--- config.mk ---
export PLATFORM = sky130hd
export DESIGN_NAME = throttle_filter_ramp_limiter_core_flat
export DESIGN_NICKNAME = d
export VERILOG_FILES = /design/src/hw/rtl/tfrl_pkg.sv /design/src/hw/rtl/tfrl_in_if.sv /design/src/hw/rtl/tfrl_out_if.sv /design/src/hw/rtl/tfrl_cfg.sv /design/src/hw/rtl/tfrl_mul.sv /design/src/hw/rtl/throttle_filter_ramp_limiter_core.sv /design/src/flat_wrapper.sv
export SDC_FILE = /design/constraint.sdc
export NUM_CORES = 1
export LEC_CHECK = 0
export BUFFER_PORTS_ARGS = -buffer_cell sky130_fd_sc_hd__buf_2
export CORE_MARGIN = 4
export CORE_UTILIZATION = 59
export DETAILED_ROUTE_END_ITERATION = 7
export PLACE_DENSITY = 0.75
export SLEW_MARGIN = 10
export SYNTH_ARGS = -nofsm -noshare
export SYNTH_HDL_FRONTEND = slang
export SYNTH_SLANG_ARGS = --single-unit
export TNS_END_PERCENT = 5
--- constraint.sdc ---
create_clock -name clk -period 6.62 [get_ports clk]
set_input_delay 0.331 -clock clk [delete_from_list [all_inputs] [get_ports clk]]
set_output_delay 0.331 -clock clk [all_outputs]
set_load 0.02 [all_outputs]
--- src/hw/rtl/tfrl_pkg.sv ---
// tfrl_pkg: shared types and constants of the throttle ramp limiter
// register indexes, reset values and the configuration bundle
// no dependencies
package tfrl_pkg;

  // configuration port geometry
  localparam int CFG_DATA_W = 16;
  localparam int CFG_IDX_W  = 3;

  // speed, duty and rate words
  localparam int WORD_W = 16;
  localparam int MS_W   = 10;
  localparam int PROD_W = 2 * WORD_W;

  // register indexes
  localparam logic [CFG_IDX_W-1:0] REG_JUMP_LIMIT    = 3'd0;
  localparam logic [CFG_IDX_W-1:0] REG_ANGLE_FLOOR   = 3'd1;
  localparam logic [CFG_IDX_W-1:0] REG_ANGLE_CEILING = 3'd2;
  localparam logic [CFG_IDX_W-1:0] REG_SPEED_FLOOR   = 3'd3;
  localparam logic [CFG_IDX_W-1:0] REG_MAP_GAIN      = 3'd4;
  localparam logic [CFG_IDX_W-1:0] REG_RISE_RATE     = 3'd5;
  localparam logic [CFG_IDX_W-1:0] REG_FALL_RATE     = 3'd6;
  localparam logic [CFG_IDX_W-1:0] REG_DUTY_LIMIT    = 3'd7;

  // reset values (angle values are cut to the angle width on use)
  localparam logic [WORD_W-1:0] RST_JUMP_LIMIT    = 16'd1000;
  localparam logic [WORD_W-1:0] RST_ANGLE_FLOOR   = 16'd400;
  localparam logic [WORD_W-1:0] RST_ANGLE_CEILING = 16'd3800;
  localparam logic [WORD_W-1:0] RST_SPEED_FLOOR   = 16'd6554;
  localparam logic [WORD_W-1:0] RST_MAP_GAIN      = 16'd4441;
  localparam logic [WORD_W-1:0] RST_RISE_RATE     = 16'd5592;
  localparam logic [WORD_W-1:0] RST_FALL_RATE     = 16'd33554;
  localparam logic [WORD_W-1:0] RST_DUTY_LIMIT    = 16'd62258;

  // register contents; angle fields are zero-extended to the word width
  typedef struct packed {
    logic [WORD_W-1:0] jump_limit;
    logic [WORD_W-1:0] angle_floor;
    logic [WORD_W-1:0] angle_ceiling;
    logic [WORD_W-1:0] speed_floor;
    logic [WORD_W-1:0] map_gain;
    logic [WORD_W-1:0] rise_rate;
    logic [WORD_W-1:0] fall_rate;
    logic [WORD_W-1:0] duty_limit;
  } cfg_t;

endpackage

--- src/hw/rtl/tfrl_in_if.sv ---
// tfrl_in_if: input channel of the throttle ramp limiter, one item per tick
// valid/ready handshake with the tick fields; no dependencies
interface tfrl_in_if #(
  parameter int ANGLE_BITS = 12
) ();
  logic                  valid;
  logic                  ready;
  logic [ANGLE_BITS-1:0] angle;
  logic                  trigger_held;
  logic                  output_off;
  logic                  fault_active;
  logic [9:0]            elapsed_ms;

  modport source (
    output valid, angle, trigger_held, output_off, fault_active, elapsed_ms,
    input  ready
  );
  modport sink (
    input  valid, angle, trigger_held, output_off, fault_active, elapsed_ms,
    output ready
  );
endinterface

--- src/hw/rtl/tfrl_out_if.sv ---
// tfrl_out_if: result channel of the throttle ramp limiter
// valid/ready handshake carrying the Q0.16 duty; no dependencies
interface tfrl_out_if ();
  logic        valid;
  logic        ready;
  logic [15:0] duty;

  modport source (output valid, duty, input ready);
  modport sink (input valid, duty, output ready);
endinterface

--- src/hw/rtl/tfrl_cfg.sv ---
// tfrl_cfg: configuration register bank with write decode
// depends on tfrl_pkg
module tfrl_cfg #(
  parameter int ANGLE_BITS = 12
) (
  input  logic                          clk,
  input  logic                          rst,
  input  logic                          cfg_we,
  input  logic [tfrl_pkg::CFG_IDX_W-1:0]  cfg_index,
  input  logic [tfrl_pkg::CFG_DATA_W-1:0] cfg_data,
  output tfrl_pkg::cfg_t                regs
);

  logic [ANGLE_BITS-1:0]          jump_limit;
  logic [ANGLE_BITS-1:0]          angle_floor;
  logic [ANGLE_BITS-1:0]          angle_ceiling;
  logic [tfrl_pkg::WORD_W-1:0]    speed_floor;
  logic [tfrl_pkg::WORD_W-1:0]    map_gain;
  logic [tfrl_pkg::WORD_W-1:0]    rise_rate;
  logic [tfrl_pkg::WORD_W-1:0]    fall_rate;
  logic [tfrl_pkg::WORD_W-1:0]    duty_limit;

  // register writes, unknown indexes fall through
  always_ff @(posedge clk) begin
    if (rst) begin
      jump_limit    <= tfrl_pkg::RST_JUMP_LIMIT[ANGLE_BITS-1:0];
      angle_floor   <= tfrl_pkg::RST_ANGLE_FLOOR[ANGLE_BITS-1:0];
      angle_ceiling <= tfrl_pkg::RST_ANGLE_CEILING[ANGLE_BITS-1:0];
      speed_floor   <= tfrl_pkg::RST_SPEED_FLOOR;
      map_gain      <= tfrl_pkg::RST_MAP_GAIN;
      rise_rate     <= tfrl_pkg::RST_RISE_RATE;
      fall_rate     <= tfrl_pkg::RST_FALL_RATE;
      duty_limit    <= tfrl_pkg::RST_DUTY_LIMIT;
    end else if (cfg_we) begin
      case (cfg_index)
        tfrl_pkg::REG_JUMP_LIMIT:    jump_limit    <= cfg_data[ANGLE_BITS-1:0];
        tfrl_pkg::REG_ANGLE_FLOOR:   angle_floor   <= cfg_data[ANGLE_BITS-1:0];
        tfrl_pkg::REG_ANGLE_CEILING: angle_ceiling <= cfg_data[ANGLE_BITS-1:0];
        tfrl_pkg::REG_SPEED_FLOOR:   speed_floor   <= cfg_data;
        tfrl_pkg::REG_MAP_GAIN:      map_gain      <= cfg_data;
        tfrl_pkg::REG_RISE_RATE:     rise_rate     <= cfg_data;
        tfrl_pkg::REG_FALL_RATE:     fall_rate     <= cfg_data;
        tfrl_pkg::REG_DUTY_LIMIT:    duty_limit    <= cfg_data;
        default: ;
      endcase
    end
  end

  // bundle out, angle fields widened
  always_comb begin
    regs.jump_limit    = tfrl_pkg::WORD_W'(jump_limit);
    regs.angle_floor   = tfrl_pkg::WORD_W'(angle_floor);
    regs.angle_ceiling = tfrl_pkg::WORD_W'(angle_ceiling);
    regs.speed_floor   = speed_floor;
    regs.map_gain      = map_gain;
    regs.rise_rate     = rise_rate;
    regs.fall_rate     = fall_rate;
    regs.duty_limit    = duty_limit;
  end

endmodule

--- src/hw/rtl/tfrl_mul.sv ---
// tfrl_mul: shared 16x16 unsigned multiplier with registered product
// depends on tfrl_pkg
module tfrl_mul (
  input  logic                          clk,
  input  logic [tfrl_pkg::WORD_W-1:0]   op_a,
  input  logic [tfrl_pkg::WORD_W-1:0]   op_b,
  output logic [tfrl_pkg::PROD_W-1:0]   product
);

  // one product per cycle, registered for use in the next cycle
  always_ff @(posedge clk) begin
    product <= tfrl_pkg::PROD_W'(op_a) * tfrl_pkg::PROD_W'(op_b);
  end

endmodule

--- src/hw/rtl/throttle_filter_ramp_limiter_core.sv ---
// throttle_filter_ramp_limiter_core: throttle jump filter, angle map and ramp limiter
// depends on tfrl_pkg, tfrl_in_if, tfrl_out_if, tfrl_cfg, tfrl_mul
//
//  channel | dir | handshake        | payload
//  tick    | in  | valid/ready      | angle, trigger_held, output_off, fault_active, elapsed_ms
//  cmd     | out | valid/ready      | duty (Q0.16)
//  cfg     | in  | cfg_we, no ready | cfg_index, cfg_data
//
// an active item passes the states JUMP, CLAMP, MAP, RATE, STEP, RAMP, DUTY and DONE
// on its way to a result in the output register; the next item is taken only back in IDLE
// one multiplier is shared by the angle map, the rate step and the duty scaling
// an item with output_off or fault_active set is dropped in its acceptance cycle
// tick.ready is high only while the sequencer is idle; a waiting result does not block
// acceptance, but the next result waits in the last step until cmd is free
// rst is synchronous and clears the sequencer, the held angle and the ramp speed
module throttle_filter_ramp_limiter_core #(
  parameter int ANGLE_BITS = 12
) (
  input  logic                            clk,
  input  logic                            rst,
  tfrl_in_if.sink                         tick,
  tfrl_out_if.source                      cmd,
  input  logic                            cfg_we,
  input  logic [tfrl_pkg::CFG_IDX_W-1:0]  cfg_index,
  input  logic [tfrl_pkg::CFG_DATA_W-1:0] cfg_data
);

  localparam int W = tfrl_pkg::WORD_W;

  typedef enum logic [8:0] {
    S_IDLE  = 9'b000000001,
    S_JUMP  = 9'b000000010,
    S_CLAMP = 9'b000000100,
    S_MAP   = 9'b000001000,
    S_RATE  = 9'b000010000,
    S_STEP  = 9'b000100000,
    S_RAMP  = 9'b001000000,
    S_DUTY  = 9'b010000000,
    S_DONE  = 9'b100000000
  } state_t;

  state_t state, state_next;

  tfrl_pkg::cfg_t regs;

  logic [ANGLE_BITS-1:0]          angle_q;
  logic                           trig_q;
  logic [tfrl_pkg::MS_W-1:0]      ms_q;
  logic [ANGLE_BITS-1:0]          held_angle;
  logic                           angle_seen;
  logic [ANGLE_BITS-1:0]          angle_sel;
  logic [ANGLE_BITS-1:0]          span;
  logic [W-1:0]                   target;
  logic [W-1:0]                   step;
  logic [W-1:0]                   ramp_speed;
  logic                           out_valid;
  logic [W-1:0]                   out_duty;

  logic [W-1:0]                   op_a, op_b;
  logic [tfrl_pkg::PROD_W-1:0]    product;

  logic                           in_fire;
  logic                           in_active;
  logic                           out_free;

  logic [ANGLE_BITS-1:0]          jl, af, ac;
  logic [ANGLE_BITS-1:0]          ref_angle, diff, clamp_hi, clamp_lo;
  logic [24:0]                    map_sum;
  logic [W-1:0]                   target_next;
  logic [W-1:0]                   step_next;
  logic                           ramp_up;
  logic [W-1:0]                   gap;
  logic [W-1:0]                   ramp_next;

  tfrl_cfg #(.ANGLE_BITS(ANGLE_BITS)) u_cfg (
    .clk       (clk),
    .rst       (rst),
    .cfg_we    (cfg_we),
    .cfg_index (cfg_index),
    .cfg_data  (cfg_data),
    .regs      (regs)
  );

  tfrl_mul u_mul (
    .clk     (clk),
    .op_a    (op_a),
    .op_b    (op_b),
    .product (product)
  );

  assign jl = regs.jump_limit[ANGLE_BITS-1:0];
  assign af = regs.angle_floor[ANGLE_BITS-1:0];
  assign ac = regs.angle_ceiling[ANGLE_BITS-1:0];

  // handshakes
  assign tick.ready = (state == S_IDLE);
  assign in_fire    = tick.valid && tick.ready;
  assign in_active  = in_fire && !tick.output_off && !tick.fault_active;
  assign out_free   = !out_valid || cmd.ready;
  assign cmd.valid  = out_valid;
  assign cmd.duty   = out_duty;

  // sequencer
  always_comb begin
    state_next = state;
    case (state)
      S_IDLE:  if (in_active) state_next = S_JUMP;
      S_JUMP:  state_next = S_CLAMP;
      S_CLAMP: state_next = S_MAP;
      S_MAP:   state_next = S_RATE;
      S_RATE:  state_next = S_STEP;
      S_STEP:  state_next = S_RAMP;
      S_RAMP:  state_next = S_DUTY;
      S_DUTY:  state_next = S_DONE;
      S_DONE:  if (out_free) state_next = S_IDLE;
      default: state_next = S_IDLE;
    endcase
  end

  always_ff @(posedge clk) begin
    if (rst) begin
      state <= S_IDLE;
    end else begin
      state <= state_next;
    end
  end

  // input capture
  always_ff @(posedge clk) begin
    if (in_fire) begin
      angle_q <= tick.angle;
      trig_q  <= tick.trigger_held;
      ms_q    <= tick.elapsed_ms;
    end
  end

  // jump rejection against the held angle
  assign ref_angle = angle_seen ? held_angle : angle_q;
  assign diff      = (angle_q > ref_angle) ? angle_q - ref_angle : ref_angle - angle_q;

  always_ff @(posedge clk) begin
    if (rst) begin
      held_angle <= '0;
      angle_seen <= 1'b0;
    end else if (state == S_JUMP) begin
      angle_seen <= 1'b1;
      if (diff <= jl) begin
        held_angle <= angle_q;
      end else begin
        held_angle <= ref_angle;
      end
    end
  end

  always_ff @(posedge clk) begin
    if (state == S_JUMP) begin
      angle_sel <= (diff > jl) ? ref_angle : angle_q;
    end
  end

  // clamp, ceiling first so the floor wins when they cross
  assign clamp_hi = (angle_sel > ac) ? ac : angle_sel;
  assign clamp_lo = (clamp_hi < af) ? af : clamp_hi;

  always_ff @(posedge clk) begin
    if (state == S_CLAMP) begin
      span <= clamp_lo - af;
    end
  end

  // shared multiplier operands
  always_comb begin
    case (state)
      S_MAP: begin
        op_a = W'(span);
        op_b = regs.map_gain;
      end
      S_RATE: begin
        op_a = W'(ms_q);
        op_b = trig_q ? regs.rise_rate : regs.fall_rate;
      end
      default: begin
        op_a = ramp_speed;
        op_b = regs.duty_limit;
      end
    endcase
  end

  // target speed from the map product
  assign map_sum     = 25'(regs.speed_floor) + 25'(product[tfrl_pkg::PROD_W-1:8]);
  assign target_next = !trig_q ? '0 : (|map_sum[24:16]) ? '1 : map_sum[15:0];

  always_ff @(posedge clk) begin
    if (state == S_RATE) begin
      target <= target_next;
    end
  end

  // ramp step from the rate product
  assign step_next = (|product[31:24]) ? '1 : product[23:8];

  always_ff @(posedge clk) begin
    if (state == S_STEP) begin
      step <= step_next;
    end
  end

  // move the ramp toward the target without passing it
  assign ramp_up   = ramp_speed < target;
  assign gap       = ramp_up ? target - ramp_speed : ramp_speed - target;
  assign ramp_next = (gap > step) ? (ramp_up ? ramp_speed + step : ramp_speed - step)
                                  : target;

  always_ff @(posedge clk) begin
    if (rst) begin
      ramp_speed <= '0;
    end else if (state == S_RAMP) begin
      ramp_speed <= ramp_next;
    end
  end

  // output register
  always_ff @(posedge clk) begin
    if (rst) begin
      out_valid <= 1'b0;
    end else if (state == S_DONE && out_free) begin
      out_valid <= 1'b1;
    end else if (cmd.ready) begin
      out_valid <= 1'b0;
    end
  end

  always_ff @(posedge clk) begin
    if (state == S_DONE && out_free) begin
      out_duty <= product[31:16];
    end
  end

  // checks
  a_skip_no_work: assert property (@(posedge clk) disable iff (rst)
    (in_fire && (tick.output_off || tick.fault_active)) |=> (state == S_IDLE))
    else $error("skipped item started the sequencer");

  a_active_starts: assert property (@(posedge clk) disable iff (rst)
    in_active |=> (state == S_JUMP))
    else $error("active item did not start the sequencer");

  a_result_value: assert property (@(posedge clk) disable iff (rst)
    (state == S_DONE && out_free) |=> (out_valid && out_duty == $past(product[31:16])))
    else $error("result register not loaded from the duty product");

  a_ramp_only_in_step: assert property (@(posedge clk) disable iff (rst)
    (state != S_RAMP) |=> $stable(ramp_speed))
    else $error("ramp speed changed outside the ramp step");

endmodule
--- src/flat_wrapper.sv ---
// flat-port wrapper written by rule: the top's interface ports become plain ports
module throttle_filter_ramp_limiter_core_flat 
#(
  parameter int ANGLE_BITS = 12
)
  (clk, rst, cfg_we, cfg_index, cfg_data, tick_valid, tick_angle, tick_trigger_held, tick_output_off, tick_fault_active, tick_elapsed_ms, tick_ready, cmd_valid, cmd_duty, cmd_ready);
  tfrl_in_if #(.ANGLE_BITS(ANGLE_BITS)) tick_i ();
  tfrl_out_if cmd_i ();
  input  logic clk;
  input  logic rst;
  input  logic cfg_we;
  input  logic [tfrl_pkg::CFG_IDX_W-1:0] cfg_index;
  input  logic [tfrl_pkg::CFG_DATA_W-1:0] cfg_data;
  input wire logic [$bits(tick_i.valid)-1:0] tick_valid;
  input wire logic [$bits(tick_i.angle)-1:0] tick_angle;
  input wire logic [$bits(tick_i.trigger_held)-1:0] tick_trigger_held;
  input wire logic [$bits(tick_i.output_off)-1:0] tick_output_off;
  input wire logic [$bits(tick_i.fault_active)-1:0] tick_fault_active;
  input wire logic [$bits(tick_i.elapsed_ms)-1:0] tick_elapsed_ms;
  output wire logic [$bits(tick_i.ready)-1:0] tick_ready;
  output wire logic [$bits(cmd_i.valid)-1:0] cmd_valid;
  output wire logic [$bits(cmd_i.duty)-1:0] cmd_duty;
  input wire logic [$bits(cmd_i.ready)-1:0] cmd_ready;
  assign tick_i.valid = tick_valid;
  assign tick_i.angle = tick_angle;
  assign tick_i.trigger_held = tick_trigger_held;
  assign tick_i.output_off = tick_output_off;
  assign tick_i.fault_active = tick_fault_active;
  assign tick_i.elapsed_ms = tick_elapsed_ms;
  assign tick_ready = tick_i.ready;
  assign cmd_valid = cmd_i.valid;
  assign cmd_duty = cmd_i.duty;
  assign cmd_i.ready = cmd_ready;
  throttle_filter_ramp_limiter_core #(.ANGLE_BITS(ANGLE_BITS)) u_core (.clk(clk), .rst(rst), .tick(tick_i), .cmd(cmd_i), .cfg_we(cfg_we), .cfg_index(cfg_index), .cfg_data(cfg_data));
endmodule
=== Word level (Yosys, flattened, before mapping) ===
Index checks and enable logic that the tools add are counted.

* Bits in registers: 282
* Output and inout bits: 18
* Logic and storage cells: 95

* $add $sub $neg: 8
* $mul: 1
* Magnitude comparators: 7
* Equal/unequal tests: 18
* Mux-type cells: 18
* Reductions and logical operators: 21

{| class="wikitable"
|+ Operators with widths
! cell !! count
|-
| $pmux W9 S9 || 1
|-
| $mux W16 || 5
|-
| $mux W12 || 6
|-
| $pmux W16 S2 || 2
|-
| $sub A16 B16 Y16 || 3
|-
| $gt A12 B12 Y1 || 3
|-
| $sub A12 B12 Y12 || 3
|-
| $mul A16 B16 Y32 || 1
|-
| $add A16 B24 Y25 || 1
|-
| $mux W9 || 2
|-
| $reduce_and A2 Y1 || 9
|-
| $add A16 B16 Y16 || 1
|-
| $gt A16 B16 Y1 || 1
|-
| $lt A16 B16 Y1 || 1
|-
| $eq A3 B3 Y1 const B || 4
|-
| $le A12 B12 Y1 || 1
|-
| $lt A12 B12 Y1 || 1
|-
| $eq A9 B1 Y1 const B || 1
|-
| $eq A9 B2 Y1 const B || 1
|-
| $eq A9 B3 Y1 const B || 1
|-
| $eq A9 B4 Y1 const B || 1
|-
| $eq A9 B5 Y1 const B || 1
|-
| $eq A9 B6 Y1 const B || 1
|-
| $eq A9 B7 Y1 const B || 1
|-
| other kinds (14) || 21
|}

=== Longest topological paths before layout ===
Gate-level depths: netlist (run 1).

* Depth after elaboration: 6
* Depth in mapped cells: 32

=== By module ===
From an unflattened synthesis (run 1), not the netlist that was laid out.

* Cells, all modules: 2806
* Area, all modules: 25944.9 um^2

{| class="wikitable"
|+ By module, submodules not included
! module !! times used !! cells an instance !! area each (um^2)
|-
| throttle_filter_ramp_limiter_core || 1 || 1345 || 12112.9
|-
| tfrl_mul || 1 || 1022 || 9190.1
|-
| tfrl_cfg || 1 || 439 || 4642.0
|}

=== Least setup slack after synthesis (run 1) ===
OpenSTA, ideal clock, no wires.

* Path kind: register to register
* Start point: register u_core.state[5]
* End point: register u_core.u_mul.product[31] in the netlist's numbering
* Library setup time: 0.078 ns
* Arrival time: 7.160 ns
* Required time: 6.542 ns
* Path slack: -0.618 ns
* Stages on the path, launching flop included: 28
* Period minus slack after synthesis: 7.238 ns
* Cells stage by stage: dfxtp_1 > nor4_4 > and2_4 > buf_6 > clkbuf_1 > buf_1 > a22o_1 > clkbuf_1 > nand2_1 > fa_1 > fa_1 > inv_1 > fa_1 > fa_1 > fa_1 > inv_1 > fa_1 > inv_1 > ha_1 > a21oi_1 > o21ai_0 > a21oi_1 > o211ai_1 > a311o_1 > a211oi_2 > o21ai_2 > and4_1 > nor3_1

* Longest elaborated chain between the ends: 3
* Elaborated cells between the ends (all ways): 5

{| class="wikitable"
|+ Ends and longest elaborated chain
! what !! RTL line !! source
|-
| start: declaration || throttle_filter_ramp_limiter_core.sv:42 || <nowiki>state_t state, state_next;</nowiki>
|-
| start signal: assignment || throttle_filter_ramp_limiter_core.sv:124 || <nowiki>state <= state_next;</nowiki>
|-
| $eq A9 B5 Y1 / $eq A9 B4 Y1 (equally long branches) || throttle_filter_ramp_limiter_core.sv:173 || <nowiki>case (state)</nowiki>
|-
| $pmux W16 S2 || throttle_filter_ramp_limiter_core.sv:173 ||
|-
| $mul A16 B16 Y32 * || tfrl_mul.sv:12 || <nowiki>product <= tfrl_pkg::PROD_W'(op_a) * tfrl_pkg::PROD_W'(op_b);</nowiki>
|-
| end signal: assignment || tfrl_mul.sv:12 ||
|-
| end: declaration || tfrl_mul.sv:7 || <nowiki>output logic [tfrl_pkg::PROD_W-1:0] product</nowiki>
|}

Every way passes the cells marked *; elsewhere a longest branch is shown, timed or not.
A chain may end at the register's enable or synchronous reset.

=== Worst setup path after layout (run 1) ===
* Start point: register u_core.state[6]
* End point: register u_core.u_mul.product[31] in the netlist's numbering

Same word-level chain as after synthesis.

==> summary.md, run 1 <==
| Metric | Value |
|---|---|
| Initial Util | `60.0%` |
| CTS Sinks | `274` |
| Hold Vio Cnt, Final | `0` |
| HPWL after DPL | `62.7 mm` |
| Final wirelength | `79.1 mm` |
| Failing checks | `negative setup slack` |
| Yosys warns | `0` |
| Initial DRC count | `2061` |
| Worst r2r dst | `u_core.u_mul.product[31]$_DFF_P_` |
| Crit-path most repeated cell | `buf_4` |
| Average size of a mapped cell | `8.59 sq um` |
| First-pass GRT wire length | `123 mm` |
| Die Span Y | `215 um` |
| Most numerous cell in the Yosys netlist | `nand2_1` |
| CP Capture Point | `u_core.u_mul.product[31]$_DFF_P_` |
| Fill cell count | `3302` |
| Total gr overflow | `0` |
| DP Worst Slack | `-0.433 ns` |
| Num CTS Buffers | `30` |
| Min Tclk post-route | `7.04 ns` |
| Post-DP Area | `0.0280 sq mm` |
| Flop-to-flop setup slack | `-0.42 ns` |
| Core ar. | `0.0421 sq mm` |
| Syn Inst Count | `2942` |
| Die extent in x | `215 um` |
| Clk buf depth | `3` |
| CTS root buffer | `clkbuf_16` |
| Largest net degree at the start of global routing | `51` |
| Fin. max-slew vios | `0` |
| Clock-pin slew on the worst setup and hold paths | `0.06 ns` |
| Crit-path slowest cell | `fa_2` |
| Synthesized area | `0.0253 sq mm` |
| Design Area, Final | `0.0298 sq mm` |
| Worst Path Arrival | `7.58 ns` |
| Main area contributors after synthesis | `fa_1 16%, dfxtp_1 14%, ha_1 12%` |
| Slew headroom | `21.5%` |
| Min-Delay Path Class | `in -> reg` |
| Vias in the first global route | `22700` |
| Post-route ant nets | `0` |
| Antenna violations before repair | `1` |
| Power, Total | `4.25 mW` |
| Final setup fails | `19` |
| Ports | `67` |
| Routed length per instance | `20.9 um` |
| Total GRT Usage | `33.4%` |
| # rows | `75` |
| Nets | `3719` |
| Syn Nets | `3440` |
| Synth area leader | `fa_1` |
| Die area | `0.0462 sq mm` |
| Status | `finished with violations` |
| DRC Markers | `0` |
| Detailed-route via count | `22600` |
| CP startpoint | `u_core.state[6]$_SDFFE_PP0P_` |
| CTS H-Tree Depth | `1` |
| Crit-path max FO | `14` |
| Leakage power | `14.2 nW` |
| Crit Path Category | `reg -> reg` |
| Count of input and output buffers | `66` |
| Post-synthesis sequential area ratio | `25.5%` |
| Crit path setup slack, layout | `-0.424 ns` |
| Register Area | `0.00644 sq mm` |
| Worst Max-Slew Pin Slew | `1.17 ns` |
| CP peak stage delay | `0.56 ns` |
| Reg2reg path depth | `29` |
| Peak supply drop | `0.000266 V` |
| Gpl congestion | `0.991` |
| Max-cap viol count | `0` |
| CP Launch Type | `flop` |
| CTS tree | `yes` |
| Area Overhead vs Synth | `17.8%` |
| Post-synth top flop | `dfxtp_1` |
| Synth cell count leaders | `448 x nand2_1, 389 x inv_1, 249 x ha_1` |
| CP Depth | `29` |
| RSZ-0062 raised after global routing | `yes` |
| Layout cell share with drive strength beyond 1 | `16.6%` |
| Setup crit end kind | `flop` |
| Period utilisation layout | `106%` |
| PD cells | `143 mW/mm^2` |
| First-pass DRT Iterations | `5` |
| R2r startpoint | `u_core.state[6]$_SDFFE_PP0P_` |
| Post-synth ARST share | `0%` |
| #FFs+latches synth | `274` |
| Synth cell types | `82` |
| Crit path max-delay family | `adder cells` |
| Clock Latency Late Sink | `0.61 ns` |
| Area of the multi-input gates | `0.0172 sq mm` |
| Share of Yosys cell area claimed by the top area cell type | `15.8%` |
| Clock skew after layout | `0.0527 ns` |
| Vias per cell | `5.98` |
| Fmax | `142 MHz` |
| Number of flops mapped to enable cells by yosys | `95` |
| Worst Path Required | `7.15 ns` |
| Worst Path Buf+Inv | `8` |
sequential cells by signal, summed over array words and instances (netlist names):
signal / count
u_core.ms_q: 10
u_core.u_cfg.angle_floor: 12
u_core.u_cfg.fall_rate: 16
u_core.u_mul.product: 24
u_core.cmd.valid: 1
u_core.held_angle: 12
u_core.u_cfg.rise_rate: 16
u_core.state: 9
u_core.u_cfg.duty_limit: 16
u_core.ramp_speed: 16
u_core.u_cfg.speed_floor: 16
u_core.u_cfg.map_gain: 16
u_core.angle_seen: 1
u_core.target: 16
u_core.angle_q: 12
u_core.u_cfg.angle_ceiling: 12
u_core.trig_q: 1
u_core.span: 12
u_core.cmd.duty: 16
u_core.u_cfg.jump_limit: 12
u_core.angle_sel: 12
u_core.step: 16
where the power goes:
part	total, mW	switching, mW	internal (mW)
combinational	0.690	0.400	0.290
clock	1.75	0.718	1.03
sequential	1.81	0.0227	1.79
total	4.25	1.14	3.11
cells by family after synthesis:
logic type | share of synthesized area (%)
xor gates and xnor gates | 3.50
muxes | 3.32
buffers and inverters | 7.79
AOI/OAI and AO/OA | 15.8
DFF | 25.5
and+or+nand+nor | 15.9
adders and majority gates | 28.2
repair_timing:
action	4_1_cts	5_1_grt
endpoints found under the setup margin	20	28
pin swaps	9	32
hold buffers	23	0
setup buffers	4	16
resized for setup	23	48
gates cloned	2	1
endpoints found under the hold margin	23	0
layout by cell type, fill, tap and decap left out, types with 19 or more instances in the layout:
| cell | n |
|---|---|
| a21o_1 | 76 |
| a21oi_1 | 166 |
| a31oi_1 | 23 |
| buf_2 | 66 |
| buf_4 | 260 |
| clkbuf_16 | 31 |
| dfxtp_1 | 172 |
| dlygate4sd3_1 | 23 |
| edfxtp_1 | 95 |
| fa_1 | 190 |
| ha_1 | 241 |
| inv_1 | 387 |
| mux2i_1 | 67 |
| nand2_1 | 447 |
| nand2b_1 | 24 |
| nand3_1 | 58 |
| nand4_1 | 20 |
| nor2_1 | 196 |
| nor2b_1 | 37 |
| nor3_1 | 32 |
| o211ai_1 | 24 |
| o21a_1 | 27 |
| o21ai_0 | 101 |
| o21bai_1 | 19 |
| or2_2 | 21 |
| xnor2_1 | 72 |
| xor2_1 | 29 |
per-layer routing:
layer	GRT usage (%)	vias up	share of wire, %	routed length (um)
met5	0	-	0	0
li1	-	10400	-	-
met4	11.6	0	4.3	3410
met2	56.8	984	47	37500
met3	4.22	206	7.7	6100
met1	44.4	11000	41	32100
worst min path at each step:
stage | startpoint | cells past startpoint | endpoint | slack [ns]
2_1_floorplan | u_core.u_mul.product[16]$_DFF_P_ | 0 | u_core.cmd.duty[0]$_DFFE_PP_ | 0.43
3_3_place_gp | u_core.u_cfg.rise_rate[1]$_SDFFE_PP0P_ | 2 | u_core.u_cfg.rise_rate[1]$_SDFFE_PP0P_ | 0.44
3_5_place_dp | u_core.u_cfg.rise_rate[1]$_SDFFE_PP0P_ | 2 | u_core.u_cfg.rise_rate[1]$_SDFFE_PP0P_ | 0.44
4_1_cts | cfg_data[14] | 3 | u_core.u_cfg.rise_rate[14]$_SDFFE_PP0P_ | 0.04
5_1_grt | cfg_data[14] | 3 | u_core.u_cfg.rise_rate[14]$_SDFFE_PP0P_ | 0.07
6_report | cfg_data[14] | 3 | u_core.u_cfg.rise_rate[14]$_SDFFE_PP0P_ | 0.07
layout make-up:
type | instances | area share (%)
Sequential cell | 274 | 21.6
Tap cell | 539 | 2.26
Inverter | 390 | 4.92
Multi-Input combinational cell | 2153 | 57.8
Timing Repair Buffer | 372 | 9.85
Clock inverter | 16 | 0.748
Antenna cell | 2 | 0.0168
Clock buffer | 39 | 2.74
tightest hold or removal path, delay by kind of cell:
| kind | cells | cell delay, ns |
|---|---|---|
| AND/OR/NAND/NOR | 1 | 0.07 |
| buffers and inverters | 1 | 0.17 |
| AO/OA/AOI/OAI | 1 | 0.05 |
through the flow:
step	hold slack [ns]	std cells	setup TNS (ns)	utilization [%]
floorplan	0.429	2942	0	-
global placement	0.440	3682	-1.79	66.5
detailed placement	0.444	3682	-4.01	66.5
CTS	0.0369	3766	-3.67	69.9
global route	0.0739	3783	-8.24	70.7
finish	0.0683	3785	-3.82	70.7
Power figures use the tool's default switching activity.
==> run 2, diff against run 1 <==
--- a/config.mk
+++ b/config.mk
@@ -6,10 +6,11 @@
 export NUM_CORES = 1
 export LEC_CHECK = 0
 export BUFFER_PORTS_ARGS = -buffer_cell sky130_fd_sc_hd__buf_2
-export CORE_MARGIN = 4
+export CORE_MARGIN = 2
 export CORE_UTILIZATION = 59
 export DETAILED_ROUTE_END_ITERATION = 7
 export PLACE_DENSITY = 0.75
+export SKIP_CTS_REPAIR_TIMING = 1
 export SLEW_MARGIN = 10
 export SYNTH_ARGS = -nofsm -noshare
 export SYNTH_HDL_FRONTEND = slang
==> run 2 against run 1 <==
Net effect:
- the flow still finishes with violations (negative setup slack)
- sequential share of layout area is essentially flat
- critical path depth shrank 1
- sequential power is essentially flat
- design area grew 0.13%
- maximum frequency is essentially flat
- non-clock buffer count grew 9
- worst hold slack gained 0.0073 ns
- utilization grew 0.089 points
- routed wire length shrank 1.9%
- via count shrank 0.13%
- clock power is essentially flat
- largest cell class unchanged
==> summary.md, run 2 (synthesis gave the netlist of run 1 again) <==
| Metric | Value |
|---|---|
| Clock skew after layout | `0.0293 ns (-0.0234 ns)` |
| Num CTS Buffers | `31 (+3.3%)` |
| Crit-path max FO | `11 (-3)` |
| Crit-path most repeated cell | `fa_1` |
| Internal power | `3.12 mW (+0.48%)` |
| Net Sw Frac | `27.0% (+0.11 points)` |
| First-pass DRT Iterations | `6 (+1)` |
| CTS root buffer | `clkbuf_16` |
| Layout cell share with drive strength beyond 1 | `16.6% (-0.051 points)` |
| Crit path max-delay family | `adder cells` |
| Worst Path Buf+Inv | `7 (-1)` |
| Die area | `0.0445 sq mm (-3.7%)` |
| Min Tclk post-route | `7.04 ns (+0.000758 ns)` |
| Reg power frac | `42.4% (-0.2 points)` |
| Max-cap viol count | `0 (unchanged)` |
| Crit Path Category | `reg -> reg` |
| Power, Total | `4.27 mW (+0.63%)` |
| Total GRT Usage | `34.7% (+1.3 points)` |
| Setup crit end kind | `flop` |
| Most frequent cells in the layout | `447 x nand2_1, 387 x inv_1, 269 x buf_4` |
| CTS Sinks | `274 (unchanged)` |
| Max reg flops | `24 (unchanged)` |
| Ports | `67 (unchanged)` |
| Nets | `3728 (+0.24%)` |
| CTS H-Tree Depth | `1 (unchanged)` |
| Gpl congestion | `0.980 (-1.1%)` |
| CP Launch Type | `flop` |
| Clock Latency Late Sink | `0.59 ns (-0.02 ns)` |
| Fin Hold WS | `0.0756 ns (+0.00726 ns)` |
| Fill cell count | `3245 (-1.7%)` |
| Biggest register | `u_core.u_mul.product` |
| DRC Markers | `0 (unchanged)` |
| PD cells | `143 mW/mm^2 (+0.50%)` |
| Post-route ant nets | `0 (unchanged)` |
| Crit-path slowest cell | `fa_1` |
| Core ar. | `0.0421 sq mm (unchanged)` |
| # rows | `75 (unchanged)` |
| Flop-to-flop setup slack | `-0.42 ns (about the same)` |
| Initial Util | `60.0% (unchanged)` |
| Slew headroom | `22.3% (+0.76 points)` |
| Largest net degree at the start of global routing | `68 (+33%)` |
| Die Span Y | `211 um (-1.9%)` |
| Min-Delay Path Class | `in -> reg` |
| Clk buf depth | `3 (unchanged)` |
| Most common cell after layout, fill and taps aside | `nand2_1` |
| Clock power frac | `41.4% (+0.2 points)` |
| Vias per cell | `5.96 (-0.37%)` |
| Worst Path Required | `7.13 ns (-0.02 ns)` |
| Peak supply drop | `0.000248 V (-6.8%)` |
| Reg2reg path depth | `28 (-3.4%)` |
| Fin util | `70.8% (+0.089 points)` |
| Comb power frac | `16.2% (about the same)` |
| Final setup fails | `17 (-2)` |
| Hold Path Depth | `3 (unchanged)` |
| Routed length per instance | `20.5 um (-2.1%)` |
| Worst r2r dst | `u_core.u_mul.product[31]$_DFF_P_` |
| R2r startpoint | `u_core.state[7]$_SDFFE_PP0P_` |
| Count of input and output buffers | `66 (unchanged)` |
| Fmax | `142 MHz (about the same)` |
| RSZ-0062 raised after global routing | `yes` |
| Period utilisation layout | `106% (about the same)` |
| Worst Path Arrival | `7.56 ns (-0.02 ns)` |
| First-pass GRT wire length | `120 mm (-2.4%)` |
| Status | `finished with violations` |
| CP peak stage delay | `0.55 ns (about the same)` |
| Hold Vio Cnt, Final | `0 (unchanged)` |
| HPWL after DPL | `61.7 mm (-1.7%)` |
| Leakage power | `14.4 nW (+0.85%)` |
| Die extent in x | `211 um (-1.9%)` |
| Initial DRC count | `2009 (-2.5%)` |
| Area Overhead vs Synth | `18.0%` |
| Worst Max-Slew Pin Slew | `1.16 ns (-0.0114 ns)` |
| WHS Endpoint | `u_core.u_cfg.map_gain[14]$_SDFFE_PP0P_` |
| Failing checks | `negative setup slack` |
| Vias in the first global route | `22700 (+0.17%)` |
| P_sw | `1.15 mW (+1.0%)` |
| Total gr overflow | `0 (unchanged)` |
| Worst Min Path Start | `cfg_data[14]` |
| Final wirelength | `77.7 mm (-1.9%)` |
| Setup TNS Final | `-3.36 ns (+0.458 ns)` |
| Fin. max-slew vios | `0 (unchanged)` |
| Detailed-route via count | `22600 (-0.13%)` |
| Crit path setup slack, layout | `-0.425 ns (-0.000758 ns)` |
| Antenna violations before repair | `1 (unchanged)` |
| Clock-pin slew on the worst setup and hold paths | `0.06 ns (about the same)` |
| CTS tree | `yes` |
==> run 2: cell types whose count changed in the layout (fill, tap and decap cells not counted), sizes merged <==
cell	previous run	this run
clkinvlp	3	2
bufinv	4	3
buf	348	354
clkinv	8	9
o221a	16	15
clkbuf	40	46
diode	2	1
==> run 2: through the flow <==
step,cell area [sq um],instances,setup slack [ns]
2_1_floorplan,25500,2942,0.00799
3_3_place_gp,28000,3686,-0.270
3_5_place_dp,28000,3686,-0.371
4_1_cts,29100,3743,-0.427
5_1_grt,29800,3793,-0.664
6_report,29800,3794,-0.425
==> run 2: routing by layer <==
metal | global-route usage [%] | vias to the layer above | share of wire, %
li1 | - | 10400 | -
met1 | 44.7 | 10900 | 40
met2 | 57.8 | 999 | 47
met3 | 5.56 | 234 | 8.2
met4 | 15.9 | 0 | 5.2
met5 | 0 | - | 0
==> run 2: final cells by class <==
type                            instances  area, sq um  share of cell area [%]
Tap cell                              539          674                    2.26
Clock buffer                           42          870                    2.92
Inverter                              390         1460                    4.91
Timing Repair Buffer                  381         2960                    9.94
Antenna cell                            1         2.50                 0.00839
Sequential cell                       274         6450                    21.6
Clock inverter                         15          179                   0.600
Multi-Input combinational cell       2152        17200                    57.7
==> run 2: power groups by stage <==
stage	combinational (mW)	clock (mW)	sequential, mW
2_1_floorplan	0.450	0	1.84
3_3_place_gp	0.619	0	1.84
3_5_place_dp	0.641	0	1.85
4_1_cts	0.647	1.77	1.81
5_1_grt	0.758	1.84	1.81
6_report	0.694	1.77	1.81
==> run 2: worst max-delay path by stage <==
stage | start | endpoint | slack [ns] | depth (start not counted)
after detailed placement | u_core.state[0]$_SDFFE_PP1P_ | u_core.u_mul.product[31]$_DFF_P_ | -0.37 | 29
after global placement | u_core.state[0]$_SDFFE_PP1P_ | u_core.u_mul.product[31]$_DFF_P_ | -0.27 | 29
final | u_core.state[7]$_SDFFE_PP0P_ | u_core.u_mul.product[31]$_DFF_P_ | -0.42 | 28
after CTS | u_core.state[0]$_SDFFE_PP1P_ | u_core.u_mul.product[31]$_DFF_P_ | -0.43 | 29
after floorplan | u_core.state[7]$_SDFFE_PP0P_ | u_core.u_mul.product[31]$_DFF_P_ | 0.008 | 29
after global routing | u_core.state[7]$_SDFFE_PP0P_ | u_core.u_mul.product[31]$_DFF_P_ | -0.66 | 31
==> run 2: worst min-delay path, delay by kind of cell <==
family	cells	cell delay [ns]
AO/OA/AOI/OAI	1	0.06
AND/OR/NAND/NOR	1	0.07
buffers and inverters	1	0.16
==> run 3, diff against run 2 <==
--- a/config.mk
+++ b/config.mk
@@ -7,9 +7,9 @@
 export LEC_CHECK = 0
 export BUFFER_PORTS_ARGS = -buffer_cell sky130_fd_sc_hd__buf_2
 export CORE_MARGIN = 2
-export CORE_UTILIZATION = 59
+export CORE_UTILIZATION = 70
 export DETAILED_ROUTE_END_ITERATION = 7
-export PLACE_DENSITY = 0.75
+export PLACE_DENSITY = 0.84
 export SKIP_CTS_REPAIR_TIMING = 1
 export SLEW_MARGIN = 10
 export SYNTH_ARGS = -nofsm -noshare
==> constraint.sdc (replaced) <==
create_clock -name clk -period 8.5 [get_ports clk]
set_input_delay 0.425 -clock clk [delete_from_list [all_inputs] [get_ports clk]]
set_output_delay 0.425 -clock clk [all_outputs]
set_load 0.02 [all_outputs]
==> run 3 against run 2 <==
Net effect:
- the flow finishes with violations (design-rule violations)
- die area decreased by 15%
- largest power group unchanged
- sequential share of layout area is 2.3 points higher
- cell count decreased by 9.5%
- critical path type unchanged
- critical endpoint unchanged
- power down 25%
==> summary.md, run 3 (synthesis gave the netlist of run 1 again) <==
| Metric | Value |
|---|---|
| Total GRT Usage | `39.5% (+4.7 points)` |
| Clock-pin slew on the worst setup and hold paths | `0.06 ns (about the same)` |
| Die area | `0.0376 sq mm (-15%)` |
| Slew headroom | `10.3% (-12 points)` |
| Ports | `67 (unchanged)` |
| Vias per cell | `6.36 (+6.7%)` |
| Fmax | `123 MHz (-13%)` |
| Initial DRC count | `2140 (+6.5%)` |
| Clk buf depth | `3 (unchanged)` |
| Fill cell count | `2625 (-19%)` |
| Biggest register | `u_core.u_mul.product` |
| Count of input and output buffers | `66 (unchanged)` |
| Fin. max-slew vios | `0 (unchanged)` |
| Core ar. | `0.0356 sq mm (-16%)` |
| Worst Path Buf+Inv | `3 (-4)` |
| Crit-path slowest cell | `a22o_1` |
| Crit Path Category | `reg -> reg` |
| Crit path max-delay family | `adder cells` |
| Largest net degree at the start of global routing | `72 (+5.9%)` |
| CTS root buffer | `clkbuf_16` |
| CP Launch Type | `flop` |
| RSZ-0062 raised after global routing | `no` |
| Power, Total | `3.19 mW (-25%)` |
| Most frequent cells in the layout | `447 x nand2_1, 388 x inv_1, 249 x ha_1` |
| Design Area, Final | `0.0270 sq mm (-9.5%)` |
| Hold Vio Cnt, Final | `0 (unchanged)` |
| Final wirelength | `74.3 mm (-4.3%)` |
| PD cells | `118 mW/mm^2 (-17%)` |
| Crit-path max FO | `44 (+33)` |
| Setup TNS Final | `0 ns (+3.36 ns)` |
| # rows | `69 (-8.0%)` |
| Die extent in x | `194 um (-8.0%)` |
| Post-DP Area | `0.0260 sq mm (-7.3%)` |
| Antenna violations before repair | `2 (+1)` |
| Crit-path most repeated cell | `fa_1` |
| Register Area | `0.00644 sq mm (-0.12%)` |
| CTS H-Tree Depth | `1 (unchanged)` |
| Clock Latency Late Sink | `0.56 ns (-0.03 ns)` |
| Leakage power | `12.7 nW (-11%)` |
| Num CTS Buffers | `29 (-6.5%)` |
| Die Span Y | `194 um (-8.0%)` |
| Area Overhead vs Synth | `6.72%` |
| DRC Markers | `1 (+1)` |
| Setup crit end kind | `flop` |
| Min-Delay Path Class | `in -> reg` |
| First-pass DRT Iterations | `8 (+2)` |
| Most common cell after layout, fill and taps aside | `nand2_1` |
| Layout cell share with drive strength beyond 1 | `7.67% (-8.9 points)` |
| Area of the multi-input gates | `0.0169 sq mm (-1.9%)` |
| Worst Max-Slew Pin Slew | `1.35 ns (+0.184 ns)` |
| Total gr overflow | `0 (unchanged)` |
| CP peak stage delay | `0.66 ns (+0.11 ns)` |
| Worst Path Required | `8.97 ns (+1.84 ns)` |
| Routed length per instance | `21.6 um (+5.7%)` |
| HPWL after DPL | `57.3 mm (-7.1%)` |
| Post-route ant nets | `0 (unchanged)` |
| First-pass GRT wire length | `117 mm (-2.6%)` |
| Final setup fails | `0 (-17)` |
| Max reg flops | `24 (unchanged)` |
| Vias in the first global route | `21900 (-3.6%)` |
| Period utilisation layout | `95.5% (-11 points)` |
| Gpl congestion | `1.00 (+2.0%)` |
| Status | `finished with violations` |
| CP Depth | `25 (-11%)` |
| Peak supply drop | `0.000212 V (-14%)` |
| CTS Sinks | `274 (unchanged)` |
| Reg2reg path depth | `25 (-11%)` |
| Nets | `3449 (-7.5%)` |
| Min Tclk post-route | `8.12 ns (+1.08 ns)` |
| Max-cap viol count | `0 (unchanged)` |
| Worst Path Arrival | `8.59 ns (+1.03 ns)` |
| Failing checks | `design-rule violations` |
| CTS tree | `yes` |
| Hold Path Depth | `1 (-2)` |
| Detailed-route via count | `21800 (-3.4%)` |
| Clock skew after layout | `0.0178 ns (-0.0115 ns)` |
| Initial Util | `71.0% (+11 points)` |
[run 3: cell count changes in the layout (fill, tap and decap cells not counted), sizes merged, moves of 2 or more]
cell / delta
dlygate4sd3: -23
clkinv: -2
bufinv: -2
clkbuf: -2
buf: -250
[run 3: stage by stage]
| stage | hold WS, ns | worst slack, ns | instances | utilization, % |
|---|---|---|---|---|
| 2_1_floorplan | 0.429 | 1.26 | 2942 | - |
| 3_3_place_gp | 0.441 | 0.751 | 3381 | 73.0 |
| 3_5_place_dp | 0.446 | 0.553 | 3381 | 73.0 |
| 4_1_cts | 0.0256 | 0.517 | 3434 | 75.8 |
| 5_1_grt | 0.0238 | 0.00392 | 3434 | 75.8 |
| 6_report | 0.0347 | 0.380 | 3435 | 75.8 |
[run 3: final timing paths]
check	start	end	slack [ns]
max	u_core.state[2]$_SDFFE_PP0P_	u_core.u_mul.product[31]$_DFF_P_	0.38
min	tick_angle[0]	u_core.angle_q[0]$_DFFE_PP_	0.03
max reg2reg	u_core.state[2]$_SDFFE_PP0P_	u_core.u_mul.product[31]$_DFF_P_	0.38
min reg2reg	u_core.u_cfg.rise_rate[15]$_SDFFE_PP0P_	u_core.u_cfg.rise_rate[15]$_SDFFE_PP0P_	0.45
[run 3: per-layer routing]
metal / share of wire, % / track usage, % / vias up
met4: 6.0 / 20.8 / 0
met1: 38 / 51.0 / 10500
li1: - / - / 9873
met3: 10 / 7.44 / 289
met5: 0 / 0 / -
met2: 46 / 63.3 / 1198
[run 3: area by class of cell]
| cell class | instances | area share (%) |
|---|---|---|
| multi-input combinational | 2152 | 62.6 |
| sequential | 274 | 23.9 |
| inverter | 390 | 5.43 |
| clock buffer | 44 | 3.36 |
| timing repair buffer | 104 | 2.28 |
| tap | 461 | 2.14 |
| clock inverter | 9 | 0.297 |
| antenna | 1 | 0.00928 |
[run 3: power by group]
group	switching (mW)	internal, mW	leakage (nW)
clock network	0.531	0.765	0.485
registers	0.0216	1.39	2.31
logic	0.299	0.185	9.93
total	0.852	2.34	12.7
